$ cat config.mk
export PLATFORM = sky130hd
export DESIGN_NAME = generational_slot_lifecycle_table_flat
export DESIGN_NICKNAME = d
export VERILOG_FILES = /design/src/rtl/gslt_pkg.sv /design/src/rtl/gslt_req_if.sv /design/src/rtl/gslt_rsp_if.sv /design/src/rtl/gslt_ctrl.sv /design/src/rtl/gslt_dpath.sv /design/src/rtl/generational_slot_lifecycle_table.sv /design/src/flat_wrapper.sv
export SDC_FILE = /design/constraint.sdc
export NUM_CORES = 2
export LEC_CHECK = 0
export BUFFER_PORTS_ARGS = -buffer_cell sky130_fd_sc_hd__buf_2
export CAP_MARGIN = 20
export CORE_ASPECT_RATIO = 0.8
export CORE_MARGIN = 2
export CORE_UTILIZATION = 45
export CTS_BUF_LIST = sky130_fd_sc_hd__clkbuf_8
export DETAILED_ROUTE_END_ITERATION = 8
export GPL_ROUTABILITY_DRIVEN = 0
export PLACE_DENSITY_LB_ADDON = 0.25
export REMOVE_ABC_BUFFERS = 1
export SLEW_MARGIN = 5
export SYNTH_ARGS = -nofsm -noshare
export SYNTH_HDL_FRONTEND = slang
export SYNTH_HIERARCHICAL = 1
export SYNTH_SLANG_ARGS = --single-unit
$ cat constraint.sdc
create_clock -name i_clk -period 10.3 [get_ports i_clk]
set_clock_uncertainty 0.2 [all_clocks]
set_input_delay 0 -clock i_clk [delete_from_list [all_inputs] [get_ports i_clk]]
set_output_delay 0 -clock i_clk [all_outputs]
set_load 0.005 [all_outputs]
$ cat src/rtl/gslt_pkg.sv
// ---------------------------------------------------------------------------
// gslt_pkg
// codes, defaults and shared types of the slot lifecycle table
// ---------------------------------------------------------------------------
package gslt_pkg;

    // parameter defaults
    localparam int NUM_SLOTS_DEF  = 32;
    localparam int FIRST_SLOT_DEF = 1;
    localparam int GEN_BITS_DEF   = 16;

    // fixed field widths
    localparam int REQ_W   = 3;
    localparam int SLOT_W  = 8;
    localparam int AGEN_W  = 16;
    localparam int TGEN_W  = 16;
    localparam int STAT_W  = 3;
    localparam int LSTATE_W = 3;

    // request types
    localparam logic [REQ_W-1:0] REQ_QUERY   = 3'd0;
    localparam logic [REQ_W-1:0] REQ_RESERVE = 3'd1;
    localparam logic [REQ_W-1:0] REQ_JOIN    = 3'd2;
    localparam logic [REQ_W-1:0] REQ_JOINED  = 3'd3;
    localparam logic [REQ_W-1:0] REQ_REMOVE  = 3'd4;
    localparam logic [REQ_W-1:0] REQ_RELEASE = 3'd5;

    // lifecycle states
    localparam logic [LSTATE_W-1:0] ST_VACANT   = 3'd0;
    localparam logic [LSTATE_W-1:0] ST_RESERVED = 3'd1;
    localparam logic [LSTATE_W-1:0] ST_JOINING  = 3'd2;
    localparam logic [LSTATE_W-1:0] ST_JOINED   = 3'd3;
    localparam logic [LSTATE_W-1:0] ST_REMOVING = 3'd4;

    // result status
    localparam logic [STAT_W-1:0] RES_OK        = 3'd0;
    localparam logic [STAT_W-1:0] RES_BAD_SLOT  = 3'd1;
    localparam logic [STAT_W-1:0] RES_BAD_TOKEN = 3'd2;
    localparam logic [STAT_W-1:0] RES_BUSY      = 3'd3;
    localparam logic [STAT_W-1:0] RES_EXHAUSTED = 3'd4;
    localparam logic [STAT_W-1:0] RES_NOT_FOUND = 3'd5;
    localparam logic [STAT_W-1:0] RES_BAD_STATE = 3'd6;

    // controller to datapath commands
    typedef struct packed {
        logic capture;  // latch request, start entry read
        logic commit;   // evaluate, write back, load result
    } t_dp_cmd;

endpackage

$ cat src/rtl/gslt_req_if.sv
// ---------------------------------------------------------------------------
// gslt_req_if
// request channel: valid/ready with the request payload
// ---------------------------------------------------------------------------
interface gslt_req_if
    import gslt_pkg::*;
();
    logic              valid;
    logic              ready;
    logic [REQ_W-1:0]  req_type;
    logic [SLOT_W-1:0] slot;
    logic [AGEN_W-1:0] actor_generation;
    logic [SLOT_W-1:0] token_slot;
    logic [TGEN_W-1:0] token_map_gen;
    logic [TGEN_W-1:0] token_round_gen;
    logic [TGEN_W-1:0] token_slot_gen;

    modport source (
        output valid, req_type, slot, actor_generation, token_slot,
               token_map_gen, token_round_gen, token_slot_gen,
        input  ready
    );
    modport sink (
        input  valid, req_type, slot, actor_generation, token_slot,
               token_map_gen, token_round_gen, token_slot_gen,
        output ready
    );
endinterface

$ cat src/rtl/gslt_rsp_if.sv
// ---------------------------------------------------------------------------
// gslt_rsp_if
// result channel: valid/ready with the result payload
// ---------------------------------------------------------------------------
interface gslt_rsp_if
    import gslt_pkg::*;
();
    logic                valid;
    logic                ready;
    logic [STAT_W-1:0]   status;
    logic [AGEN_W-1:0]   new_actor_generation;
    logic [LSTATE_W-1:0] record_state;
    logic                is_current;
    logic [AGEN_W-1:0]   slot_occupant_generation;

    modport source (
        output valid, status, new_actor_generation, record_state, is_current,
               slot_occupant_generation,
        input  ready
    );
    modport sink (
        input  valid, status, new_actor_generation, record_state, is_current,
               slot_occupant_generation,
        output ready
    );
endinterface

$ cat src/rtl/gslt_ctrl.sv
// ---------------------------------------------------------------------------
// gslt_ctrl
// request sequencer and result valid tracking
// ---------------------------------------------------------------------------
module gslt_ctrl
    import gslt_pkg::*;
(
    input  logic    i_clk,
    input  logic    i_rst_n,
    input  logic    i_in_valid,
    output logic    o_in_ready,
    output logic    o_out_valid,
    input  logic    i_out_ready,
    output t_dp_cmd o_cmd
);

    typedef enum logic [1:0] {
        S_IDLE = 2'b01,
        S_EXEC = 2'b10
    } t_state;

    t_state r_state, n_state;
    logic   r_out_valid, n_out_valid;
    logic   out_free;

    assign out_free      = !r_out_valid || i_out_ready;
    assign o_in_ready    = (r_state == S_IDLE);
    assign o_out_valid   = r_out_valid;
    assign o_cmd.capture = (r_state == S_IDLE) && i_in_valid;
    assign o_cmd.commit  = (r_state == S_EXEC) && out_free;

    always_comb begin
        n_state = r_state;
        case (r_state)
            S_IDLE: begin
                if (i_in_valid) begin
                    n_state = S_EXEC;
                end
            end
            S_EXEC: begin
                if (out_free) begin
                    n_state = S_IDLE;
                end
            end
            default: n_state = S_IDLE;
        endcase
    end

    always_comb begin
        if (o_cmd.commit) begin
            n_out_valid = 1'b1;
        end else if (i_out_ready) begin
            n_out_valid = 1'b0;
        end else begin
            n_out_valid = r_out_valid;
        end
    end

    always_ff @(posedge i_clk) begin
        if (!i_rst_n) begin
            r_state     <= S_IDLE;
            r_out_valid <= 1'b0;
        end else begin
            r_state     <= n_state;
            r_out_valid <= n_out_valid;
        end
    end

endmodule

$ cat src/rtl/gslt_dpath.sv
// ---------------------------------------------------------------------------
// gslt_dpath
// slot record memory, request checks and result registers
// ---------------------------------------------------------------------------
module gslt_dpath
    import gslt_pkg::*;
#(
    parameter int NUM_SLOTS  = NUM_SLOTS_DEF,
    parameter int FIRST_SLOT = FIRST_SLOT_DEF,
    parameter int GEN_BITS   = GEN_BITS_DEF
) (
    input  logic                i_clk,
    input  logic                i_rst_n,
    input  t_dp_cmd             i_cmd,
    input  logic [REQ_W-1:0]    i_req_type,
    input  logic [SLOT_W-1:0]   i_slot,
    input  logic [AGEN_W-1:0]   i_actor_generation,
    input  logic [SLOT_W-1:0]   i_token_slot,
    input  logic [TGEN_W-1:0]   i_token_map_gen,
    input  logic [TGEN_W-1:0]   i_token_round_gen,
    input  logic [TGEN_W-1:0]   i_token_slot_gen,
    output logic [STAT_W-1:0]   o_status,
    output logic [AGEN_W-1:0]   o_new_actor_generation,
    output logic [LSTATE_W-1:0] o_record_state,
    output logic                o_is_current,
    output logic [AGEN_W-1:0]   o_slot_occupant_generation
);

    localparam int IW   = (NUM_SLOTS > 1) ? $clog2(NUM_SLOTS) : 1;
    localparam int TOKW = 3 * TGEN_W;
    localparam int EW   = LSTATE_W + GEN_BITS + TOKW;
    localparam logic [SLOT_W:0]   FIRST9  = (SLOT_W + 1)'(FIRST_SLOT);
    localparam logic [SLOT_W:0]   NUM9    = (SLOT_W + 1)'(NUM_SLOTS);
    localparam logic [GEN_BITS-1:0] GEN_MAX = {GEN_BITS{1'b1}};

    // record memory and written flags
    logic [EW-1:0]        r_mem [NUM_SLOTS];
    logic [EW-1:0]        r_rd_data;
    logic [NUM_SLOTS-1:0] r_written;

    // latched request
    logic [REQ_W-1:0]  r_req_type;
    logic [SLOT_W-1:0] r_slot;
    logic [AGEN_W-1:0] r_agen;
    logic [SLOT_W-1:0] r_tslot;
    logic [TOKW-1:0]   r_tok;

    // result registers
    logic [STAT_W-1:0]   r_status;
    logic [AGEN_W-1:0]   r_new_gen;
    logic [LSTATE_W-1:0] r_rec_state;
    logic                r_is_cur;
    logic [AGEN_W-1:0]   r_occ;

    logic [SLOT_W:0]       in_off, off;
    logic [IW-1:0]         rd_idx, idx;
    logic                  slot_ok, tok_ok, entry_live;
    logic [LSTATE_W-1:0]   mem_state, cur_state, ns;
    logic [GEN_BITS-1:0]   mem_cnt, cur_cnt, nc, new_gen;
    logic [TOKW-1:0]       mem_tok;
    logic                  wr, wr_en, post_live, post_match;
    logic [STAT_W-1:0]     res;
    logic [31:0]           actor32, nc32, new_gen32;
    logic [EW-1:0]         wr_data;

    assign in_off = {1'b0, i_slot} - FIRST9;
    assign rd_idx = in_off[IW-1:0];
    assign off    = {1'b0, r_slot} - FIRST9;
    assign idx    = off[IW-1:0];

    assign slot_ok    = ({1'b0, r_slot} >= FIRST9) && (off < NUM9);
    assign entry_live = slot_ok && r_written[idx];
    assign tok_ok     = (r_tslot == r_slot) && (r_tok[TOKW-1 -: TGEN_W] != '0)
                        && (r_tok[TGEN_W +: TGEN_W] != '0) && (r_tok[TGEN_W-1:0] != '0);

    assign mem_state = r_rd_data[EW-1 -: LSTATE_W];
    assign mem_cnt   = r_rd_data[TOKW +: GEN_BITS];
    assign mem_tok   = r_rd_data[TOKW-1:0];
    assign cur_state = entry_live ? mem_state : ST_VACANT;
    assign cur_cnt   = entry_live ? mem_cnt : '0;

    always_comb begin
        ns  = cur_state;
        nc  = cur_cnt;
        wr  = 1'b0;
        res = RES_OK;
        case (r_req_type)
            REQ_RESERVE: begin
                if (!slot_ok) begin
                    res = RES_BAD_SLOT;
                end else if (!tok_ok) begin
                    res = RES_BAD_TOKEN;
                end else if (cur_state != ST_VACANT) begin
                    res = RES_BUSY;
                end else if (cur_cnt == GEN_MAX) begin
                    res = RES_EXHAUSTED;
                end else begin
                    nc = cur_cnt + 1'b1;
                    ns = ST_RESERVED;
                    wr = 1'b1;
                end
            end
            default: begin
                // actor lookup, then the move's source state check
                if (!slot_ok) begin
                    res = RES_BAD_SLOT;
                end else if (cur_state == ST_VACANT || 32'(cur_cnt) != 32'(r_agen)) begin
                    res = RES_NOT_FOUND;
                end else begin
                    case (r_req_type)
                        REQ_JOIN: begin
                            if (cur_state == ST_RESERVED) begin
                                ns = ST_JOINING;
                                wr = 1'b1;
                            end else begin
                                res = RES_BAD_STATE;
                            end
                        end
                        REQ_JOINED: begin
                            if (cur_state == ST_JOINING) begin
                                ns = ST_JOINED;
                                wr = 1'b1;
                            end else begin
                                res = RES_BAD_STATE;
                            end
                        end
                        REQ_REMOVE: begin
                            if (cur_state == ST_JOINING || cur_state == ST_JOINED) begin
                                ns = ST_REMOVING;
                                wr = 1'b1;
                            end else begin
                                res = RES_BAD_STATE;
                            end
                        end
                        REQ_RELEASE: begin
                            if (cur_state == ST_RESERVED || cur_state == ST_JOINING
                                || cur_state == ST_REMOVING) begin
                                ns = ST_VACANT;
                                wr = 1'b1;
                            end else begin
                                res = RES_BAD_STATE;
                            end
                        end
                        default: begin
                            // query and unused codes change nothing
                        end
                    endcase
                end
            end
        endcase
    end

    // reported view after the step
    assign new_gen    = (r_req_type == REQ_RESERVE && res == RES_OK) ? nc : '0;
    assign new_gen32  = 32'(new_gen);
    assign nc32       = 32'(nc);
    assign actor32    = (r_req_type == REQ_RESERVE) ? new_gen32 : 32'(r_agen);
    assign post_live  = slot_ok && (ns != ST_VACANT);
    assign post_match = post_live && (nc32 == actor32);

    assign wr_en   = i_cmd.commit && wr;
    assign wr_data = {ns, nc, (r_req_type == REQ_RESERVE) ? r_tok : mem_tok};

    always_ff @(posedge i_clk) begin
        if (i_cmd.capture) begin
            r_rd_data <= r_mem[rd_idx];
        end
        if (wr_en) begin
            r_mem[idx] <= wr_data;
        end
    end

    always_ff @(posedge i_clk) begin
        if (!i_rst_n) begin
            r_written <= '0;
        end else if (wr_en) begin
            r_written[idx] <= 1'b1;
        end
    end

    always_ff @(posedge i_clk) begin
        if (i_cmd.capture) begin
            r_req_type <= i_req_type;
            r_slot     <= i_slot;
            r_agen     <= i_actor_generation;
            r_tslot    <= i_token_slot;
            r_tok      <= {i_token_map_gen, i_token_round_gen, i_token_slot_gen};
        end
        if (i_cmd.commit) begin
            r_status    <= res;
            r_new_gen   <= new_gen32[AGEN_W-1:0];
            r_rec_state <= post_match ? ns : ST_VACANT;
            r_is_cur    <= post_match && (ns == ST_JOINED) && tok_ok && (mem_tok == r_tok);
            r_occ       <= post_live ? nc32[AGEN_W-1:0] : '0;
        end
    end

    assign o_status                   = r_status;
    assign o_new_actor_generation     = r_new_gen;
    assign o_record_state             = r_rec_state;
    assign o_is_current               = r_is_cur;
    assign o_slot_occupant_generation = r_occ;

endmodule

$ cat src/rtl/generational_slot_lifecycle_table.sv
// ---------------------------------------------------------------------------
// generational slot lifecycle table
// per-slot lifecycle state, generation counter and stored token, with query /
// reserve / join / joined / remove / release requests checked against them
// ---------------------------------------------------------------------------
//  channel  | dir | handshake     | beat contents
//  ---------+-----+---------------+------------------------------------------
//  i_req    | in  | valid / ready | request type, slot, actor gen, token
//  o_rsp    | out | valid / ready | status, new gen, state, current, occupant
//
//  for each request the entry read from the slot memory is registered, then
//  checked, written back and loaded into the result register
//  a new beat is taken while the previous result still waits on o_rsp
//  when the result register is full and not taken, the request holds in its
//  check cycle; i_req ready stays low until it is committed
//  reset clears the per-slot written flags, so every slot reads as vacant
//  with a zero counter at once; there is no clearing pass
// ---------------------------------------------------------------------------
module generational_slot_lifecycle_table
    import gslt_pkg::*;
#(
    parameter int NUM_SLOTS  = NUM_SLOTS_DEF,   // number of records
    parameter int FIRST_SLOT = FIRST_SLOT_DEF,  // slot number of record zero
    parameter int GEN_BITS   = GEN_BITS_DEF     // generation counter width
) (
    input  logic       i_clk,
    input  logic       i_rst_n,
    gslt_req_if.sink   i_req,
    gslt_rsp_if.source o_rsp
);

    // command bundle from sequencer to datapath
    t_dp_cmd cmd;

    gslt_ctrl u_ctrl (
        .i_clk       (i_clk),
        .i_rst_n     (i_rst_n),
        .i_in_valid  (i_req.valid),
        .o_in_ready  (i_req.ready),
        .o_out_valid (o_rsp.valid),
        .i_out_ready (o_rsp.ready),
        .o_cmd       (cmd)
    );

    // record memory plus checks; all payload lives here
    gslt_dpath #(
        .NUM_SLOTS  (NUM_SLOTS),
        .FIRST_SLOT (FIRST_SLOT),
        .GEN_BITS   (GEN_BITS)
    ) u_dpath (
        .i_clk                      (i_clk),
        .i_rst_n                    (i_rst_n),
        .i_cmd                      (cmd),
        .i_req_type                 (i_req.req_type),
        .i_slot                     (i_req.slot),
        .i_actor_generation         (i_req.actor_generation),
        .i_token_slot               (i_req.token_slot),
        .i_token_map_gen            (i_req.token_map_gen),
        .i_token_round_gen          (i_req.token_round_gen),
        .i_token_slot_gen           (i_req.token_slot_gen),
        .o_status                   (o_rsp.status),
        .o_new_actor_generation     (o_rsp.new_actor_generation),
        .o_record_state             (o_rsp.record_state),
        .o_is_current               (o_rsp.is_current),
        .o_slot_occupant_generation (o_rsp.slot_occupant_generation)
    );

endmodule

$ cat src/flat_wrapper.sv
// flat-port wrapper written by rule: the top's interface ports become plain ports
module generational_slot_lifecycle_table_flat import gslt_pkg::*;
#(
    parameter int NUM_SLOTS  = NUM_SLOTS_DEF,                       
    parameter int FIRST_SLOT = FIRST_SLOT_DEF,                               
    parameter int GEN_BITS   = GEN_BITS_DEF                                
)
  (i_clk, i_rst_n, i_req_valid, i_req_req_type, i_req_slot, i_req_actor_generation, i_req_token_slot, i_req_token_map_gen, i_req_token_round_gen, i_req_token_slot_gen, i_req_ready, o_rsp_valid, o_rsp_status, o_rsp_new_actor_generation, o_rsp_record_state, o_rsp_is_current, o_rsp_slot_occupant_generation, o_rsp_ready);
  gslt_req_if i_req_i ();
  gslt_rsp_if o_rsp_i ();
  input  logic i_clk;
  input  logic i_rst_n;
  input wire logic [$bits(i_req_i.valid)-1:0] i_req_valid;
  input wire logic [$bits(i_req_i.req_type)-1:0] i_req_req_type;
  input wire logic [$bits(i_req_i.slot)-1:0] i_req_slot;
  input wire logic [$bits(i_req_i.actor_generation)-1:0] i_req_actor_generation;
  input wire logic [$bits(i_req_i.token_slot)-1:0] i_req_token_slot;
  input wire logic [$bits(i_req_i.token_map_gen)-1:0] i_req_token_map_gen;
  input wire logic [$bits(i_req_i.token_round_gen)-1:0] i_req_token_round_gen;
  input wire logic [$bits(i_req_i.token_slot_gen)-1:0] i_req_token_slot_gen;
  output wire logic [$bits(i_req_i.ready)-1:0] i_req_ready;
  output wire logic [$bits(o_rsp_i.valid)-1:0] o_rsp_valid;
  output wire logic [$bits(o_rsp_i.status)-1:0] o_rsp_status;
  output wire logic [$bits(o_rsp_i.new_actor_generation)-1:0] o_rsp_new_actor_generation;
  output wire logic [$bits(o_rsp_i.record_state)-1:0] o_rsp_record_state;
  output wire logic [$bits(o_rsp_i.is_current)-1:0] o_rsp_is_current;
  output wire logic [$bits(o_rsp_i.slot_occupant_generation)-1:0] o_rsp_slot_occupant_generation;
  input wire logic [$bits(o_rsp_i.ready)-1:0] o_rsp_ready;
  assign i_req_i.valid = i_req_valid;
  assign i_req_i.req_type = i_req_req_type;
  assign i_req_i.slot = i_req_slot;
  assign i_req_i.actor_generation = i_req_actor_generation;
  assign i_req_i.token_slot = i_req_token_slot;
  assign i_req_i.token_map_gen = i_req_token_map_gen;
  assign i_req_i.token_round_gen = i_req_token_round_gen;
  assign i_req_i.token_slot_gen = i_req_token_slot_gen;
  assign i_req_ready = i_req_i.ready;
  assign o_rsp_valid = o_rsp_i.valid;
  assign o_rsp_status = o_rsp_i.status;
  assign o_rsp_new_actor_generation = o_rsp_i.new_actor_generation;
  assign o_rsp_record_state = o_rsp_i.record_state;
  assign o_rsp_is_current = o_rsp_i.is_current;
  assign o_rsp_slot_occupant_generation = o_rsp_i.slot_occupant_generation;
  assign o_rsp_i.ready = o_rsp_ready;
  generational_slot_lifecycle_table #(.NUM_SLOTS(NUM_SLOTS), .FIRST_SLOT(FIRST_SLOT), .GEN_BITS(GEN_BITS)) u_core (.i_clk(i_clk), .i_rst_n(i_rst_n), .i_req(i_req_i), .o_rsp(o_rsp_i));
endmodule
* Word-level counts from Yosys, hierarchy flattened
Memory sizes are Yosys's and may differ from the RTL's. A register that Yosys moved wholly into a read port is not among the register bits. Cells that the tools add are included.
Cells by class: add/subtract/negate cells 3, $mul 0, divide/modulo/power cells 0, order comparisons 4, equality and inequality tests 19, shifts and indexed selects 0, mux-type cells 57, bitwise operators 1, reductions and logical operators 30
Operators by type and width (number):
- $mux W16 | 8
- $mux W3 | 23
- $eq A48 B48 Y1 | 1
- $mux W48 | 1
- $reduce_bool A16 Y1 | 3
- $or A32 B32 Y32 | 1
- $pmux W3 S4 | 2
- $mux W1 | 17
- $add A16 B1 Y16 const B | 1
- $eq A16 B16 Y1 | 1
- $eq A16 B16 Y1 const B | 1
- $ne A16 B16 Y1 | 1
- $eq A3 B2 Y1 const B | 5
- $logic_and A1 B1 Y1 | 15
- $eq A3 B3 Y1 const B | 3
- $lt A9 B6 Y1 const B | 1
- $sub A8 B1 Y9 const B | 1
- $eq A8 B8 Y1 | 1
- $ge A8 B1 Y1 const B | 1
- $eq A3 B1 Y1 const B | 2
- $logic_not A3 Y1 | 2
- $lt A5 B6 Y1 const B | 1
- $reduce_bool A3 Y1 | 2
- $bmux W1 S5 | 1
- other kinds (13) | 19
Storage, ports and cells: flip-flop bits (word level) 157, latch bits 0, RAM bits 2144, bits in read-only memories 0, input port bits 87, output and inout port bits 41, word-level logic and storage cells 128, memories 1
Memories:
- u_core.u_dpath.r_mem | depth 32, width 67, rd ports 1, clocked after Yosys merged registers in 1, write ports 1, RTL line gslt_dpath.sv:37 | logic [EW-1:0] r_mem [NUM_SLOTS];

* Logic depth before layout (Yosys ltp)
word-level depth 22, gate-level depth with buffers 23, depth with buffers taken out 18

* Hierarchy
Netlist, hierarchy kept.
Modules (own cells, without submodules):
- gslt_dpath | instances 1, cells an instance 4054, area an instance 91914.4 um^2, seq. area each 70697.8 um^2
- gslt_ctrl | instances 1, cells an instance 13, area an instance 133.9 um^2, seq. area each 60.1 um^2

* Least setup slack after synthesis
No wires, ideal clock.
path type reg-to-reg, start register u_core.u_dpath.r_slot[0], end memory u_core/u_dpath/r_mem[13][0] (netlist bit) (enable), library setup time 0.493 ns, data arrival time 6.583 ns, data required time 9.607 ns, slack 3.024 ns, cell stages (with the launch flop) 23, path buffers 6, clock period less this slack 7.276 ns, path through edfxtp_1 buf_6 buf_8 inv_1 ha_1 buf_2 mux4_2 nand2_1 nand3_1 and4_1 buf_6 buf_6 and3_1 ha_1 nand4_1 or4_1 nand2_1 nand3_1 nand2b_1 a21oi_1 clkbuf_2 nand2_1 nor2_1
On the way: longest elaborated chain between the ends 16, elaborated cells on any way between the ends 40, those cells by class add/sub (1); order compare (2); eq/ne (7); mux (18); reduce/logical (12)
RTL lines:
- start: declaration | RTL line gslt_dpath.sv:43 | logic [SLOT_W-1:0] r_slot;
- start signal: assignment | RTL line gslt_dpath.sv:184 | r_slot <= i_slot;
- $sub A8 B1 Y9 | RTL line gslt_dpath.sv:68 | assign off = {1'b0, r_slot} - FIRST9;
- $lt A9 B6 Y1 or $bmux W1 S5 (tied branches) | RTL line gslt_dpath.sv:71, gslt_dpath.sv:72
- $logic_and A1 B1 Y1 or $mux W1 (tied branches) | RTL line gslt_dpath.sv:71, gslt_dpath.sv:72
- $logic_and A1 B1 Y1 | RTL line gslt_dpath.sv:72 | assign entry_live = slot_ok && r_written[idx];
- $mux W3 | RTL line gslt_dpath.sv:79 | assign cur_state = entry_live ? mem_state : ST_VACANT;
- $eq A3 B1 Y1 or $eq A3 B2 Y1 (tied branches)
- $logic_or A1 B1 Y1 | RTL line gslt_dpath.sv:136 | if (cur_state == ST_RESERVED || cur_state == ST_JOINING
- $logic_or A1 B1 Y1 | RTL line gslt_dpath.sv:137 | || cur_state == ST_REMOVING) begin
- $mux W1 | RTL line gslt_dpath.sv:136
- $pmux W1 S4 | RTL line gslt_dpath.sv:110 | case (r_req_type)
- $mux W1 | RTL line gslt_dpath.sv:107 | end else if (cur_state == ST_VACANT || 32'(cur_cnt) != 32'(r_agen)) begin
- $mux W1 | RTL line gslt_dpath.sv:105 | if (!slot_ok) begin
- $mux W1 | RTL line gslt_dpath.sv:87 | case (r_req_type)
- $logic_and A1 B1 Y1 | RTL line gslt_dpath.sv:161 | assign wr_en = i_cmd.commit && wr;
- $mux W1 | RTL line gslt_dpath.sv:168 | if (wr_en) begin
- $mux W1 (implied by the code) | RTL line gslt_dpath.sv:169 | r_mem[idx] <= wr_data;
- end: declaration | RTL line gslt_dpath.sv:37
Several ways; a longest one is shown, not always the timed one. The select of a mux whose other input is x is not followed.

* Worst setup path after layout
start register u_core.u_dpath.r_slot[0], end memory u_core/u_dpath/r_mem[22][49] (netlist bit) (enable)
The elaborated chain is that of the path after synthesis.

==> impl_metrics.json <==
{
  "clockRootBuffer": "clkbuf_8",
  "htree_levels": 5,
  "synth_edf_count": 2333,
  "syn_area_um2": 92050,
  "rsz0062_at_grt": "no",
  "drcViolationCount": 0,
  "yosys_warnings": 6,
  "cp.arrival_ns": 7.83,
  "fin_nets": 4762,
  "cts_tree": "done",
  "fillers": 15830,
  "critPathSlowestCell": "nor2_4",
  "cts.path.max_buffers": 4,
  "finalSetupViolCount": 0,
  "clkLatencyLatePin_ns": 0.97,
  "io_buffers": 127,
  "syn_inst": 4067,
  "synth.distinct_cells": 95,
  "worstMarginPinSlew_ns": 1.130,
  "syn_area_per_cell_um2": 22.63,
  "clkSinkCount": 2368,
  "status": "completed",
  "ant_nets": 0,
  "critPathKind": "register to register",
  "hold_viol": 0,
  "clkSlewWorstSetupHoldPaths_ns": 0.06,
  "critPathMaxFanout": 25,
  "detail_route.first_pass.iterations": 6,
  "num_rows": 148,
  "antenna_found_initial": 9,
  "drv_slew": 0,
  "crit_chain": "inv_1 > ha_1 > xor2_2 > mux2i_1 > o21ai_1 > and4_1 > buf_4 > and3_1 > ha_1 > nand4_1 > or4_1 > nand2_1 > nand3_1 > nand2b_1 > a21oi_1 > buf_4 > nand2_1 > nor2_4 > buf_4",
  "avgRoutedWirePerCell_um": 30.61,
  "ys_ff_latch": 2368,
  "fin_area_um2": 106000,
  "vias_per_cell": 5.945,
  "grt_pass1_vias": 45060,
  "path_common_cell": "buf_4",
  "numCtsBuffers": 369,
  "final_layout_size_suffix_gt1_frac": 0.3095,
  "finalWorstSetupSlack_ns": 2.840,
  "cts_resized": 0,
  "top_layer_used": "met4",
  "overflow": 0,
  "p_leak_nw": 34.07,
  "drt_iter0_drc": 6273,
  "fin_crit_ns": 7.460,
  "ir_worst_vdd_mv": 0.1317,
  "finalCritPeriodShare": 0.7243,
  "chipWidth_um": 509.7,
  "critPathMaxStageDelay_ns": 0.99,
  "coreArea_um2": 203300,
  "syn_to_final_growth_pct": 15.11,
  "grt_max_degree": 121,
  "grt_use_total": 0.2231,
  "wl_met3_um": 22400,
  "timing.fmax_mhz": 134.0,
  "ys_seq_area_frac": 0.7687,
  "vias": 45540,
  "synth_ff_type": "edfxtp_1",
  "io_pins": 128,
  "pre_cts_ws_ns": 2.974,
  "start_util": 0.4527,
  "worstSetupEndpointType": "register",
  "p_per_area_nw_per_um2": 188.3,
  "cp.required_ns": 10.67,
  "dpl_cell_area_um2": 96580,
  "routed_wl_um": 234500,
  "crit_path_start_kind": "register",
  "met2_length_um": 106500,
  "die_area_um2": 208200,
  "wl_met1_um": 100600,
  "grt_pass1_wl_um": 330900,
  "max_slew_margin": 0.2466,
  "hp-class": "primary input to register",
  "async_reset_ff_frac": 0,
  "dp_hpwl_um": 130100,
  "die_y_um": 408.5,
  "drv_cap": 0
}
final cells by class:
class	count	area, um^2	share of cell area
sequential	2368	70760	0.6678
multi-input combinational	1460	20610	0.1946
clock buffer	376	5175	0.04884
timing repair buffer	440	4209	0.03972
tap	2700	3378	0.03188
clock inverter	283	1703	0.01607
inverter	30	112.6	0.001063
antenna	2	5.005	0.00004724
metrics by stage:
stage / hold WS [ns] / total power [mW] / TNS [ns] / std cells / utilization
3_5_place_dp: -0.02191 / 12.53 / 0 / 6780 / 0.4750
5_1_grt: 0.04821 / 20.61 / 0 / 7658 / 0.5211
4_1_cts: 0.002691 / 20.05 / 0 / 7623 / 0.5179
2_1_floorplan: -0.1200 / 12.33 / -243.20 / 3858 / -
6_report: 0.08663 / 19.95 / 0 / 7659 / 0.5211
3_3_place_gp: -0.02345 / 12.51 / 0 / 6775 / 0.4744
synthesized netlist by cell type, types with 14 or more instances:
cell / number / share of area
dfxtp_1: 35 / 0.0076
buf_1: 52 / 0.0021
mux4_2: 673 / 0.16
nor4_1: 28 / 0.0019
nand3_1: 24 / 0.0013
clkbuf_1: 132 / 0.0054
edfxtp_1: 2333 / 0.76
inv_1: 30 / 0.0012
nand4_1: 29 / 0.0020
buf_2: 14 / 0.00076
nand2_1: 217 / 0.0088
xnor2_1: 67 / 0.0064
nor3_1: 21 / 0.0011
mux2_2: 68 / 0.0083
nand2b_1: 16 / 0.0011
nor2_1: 74 / 0.0030
o21ai_0: 38 / 0.0021
logic make-up (layout without fill, tap and decap cells):
group	Yosys count	after routing	share of synthesized area
buf+inv	239	1129	0.01062
fa+ha+maj	6	6	0.0008156
simple gates	480	480	0.02561
mux	750	750	0.1748
flops	2368	2368	0.7687
compound gates	142	142	0.01136
xor+xnor	82	82	0.008047
other cells	0	2	0
critical path: cells and delay by family, from the launching register on:
kind                       cells  cell delay [ns]
adders and majority gates      2             0.71
xor gates and xnor gates       1             0.47
buffers and inverters          4             1.21
muxes                          1             0.36
AOI/OAI and AO/OA              2             0.46
and+or+nand+nor                9             2.73
DFF                            1             0.91
worst paths after layout:
path         slack, ns                      endpoint  cells past startpoint                        start
min reg2reg       0.25   u_core/u_dpath/r_written[9]                      2  u_core/u_dpath/r_written[9]
min               0.09      u_core/u_dpath/r_tok[40]                      3       i_req_token_map_gen[8]
max               2.84  u_core/u_dpath/r_mem[22][49]                     19     u_core/u_dpath/r_slot[0]
max reg2reg       2.84  u_core/u_dpath/r_mem[22][49]                     19     u_core/u_dpath/r_slot[0]
flip-flops by register name, indices dropped and copies added, names as in the netlist, 8 cells and up:
name and count:
u_core/u_dpath/r_rd_data 67, u_core/u_dpath/o_slot_occupant_generation 16, u_core/u_dpath/r_tok 48, u_core/u_dpath/o_new_actor_generation 16, u_core/u_dpath/r_tslot 8, u_core/u_dpath/r_written 32
u_core/u_dpath/r_agen 16, u_core/u_dpath/r_slot 8, u_core/u_dpath/r_mem 2144
placed cells by master (no fill, tap or decap), types with 8 or more instances in the layout:
cell type         n
dlygate4sd3_1   184
nor3_1           21
edfxtp_1       2333
xor2_1           11
mux4_2          673
o21a_1           11
nor2_1           50
buf_12           24
nand4_1          29
a21oi_1          10
clkinv_1         99
clkbuf_8        376
buf_16           14
buf_8            22
buf_2           127
o211ai_1          8
and3_1           12
buf_4            68
dfxtp_1          35
mux2_2           68
inv_1           127
clkinv_2         52
nor2_4           25
xnor2_1          65
bufinv_16        18
nand2_1         217
o21ai_0          38
nand3_1          24
nand2b_1         16
nor4_1           28
and4_4            8
layer usage:
metal  vias to the layer above  GRT usage
li1                      18520          -
met1                     24390     0.3367
met2                      2299     0.3276
met3                       329    0.05469
met4                         0    0.05577
met5                         -          0
power breakdown:
| group | switching [mW] | leakage [nW] | internal (mW) |
|---|---|---|---|
| clock | 3.65 | 3.89 | 3.86 |
| combinational | 0.888 | 8.47 | 0.652 |
| sequential | 0.0996 | 21.7 | 10.8 |
what timing repair did:
action | in CTS | in global routing
setup buffers | 0 | 0
hold buffers | 184 | 0
endpoints found under the hold margin | 215 | 0
Power figures use the tool's default switching activity.
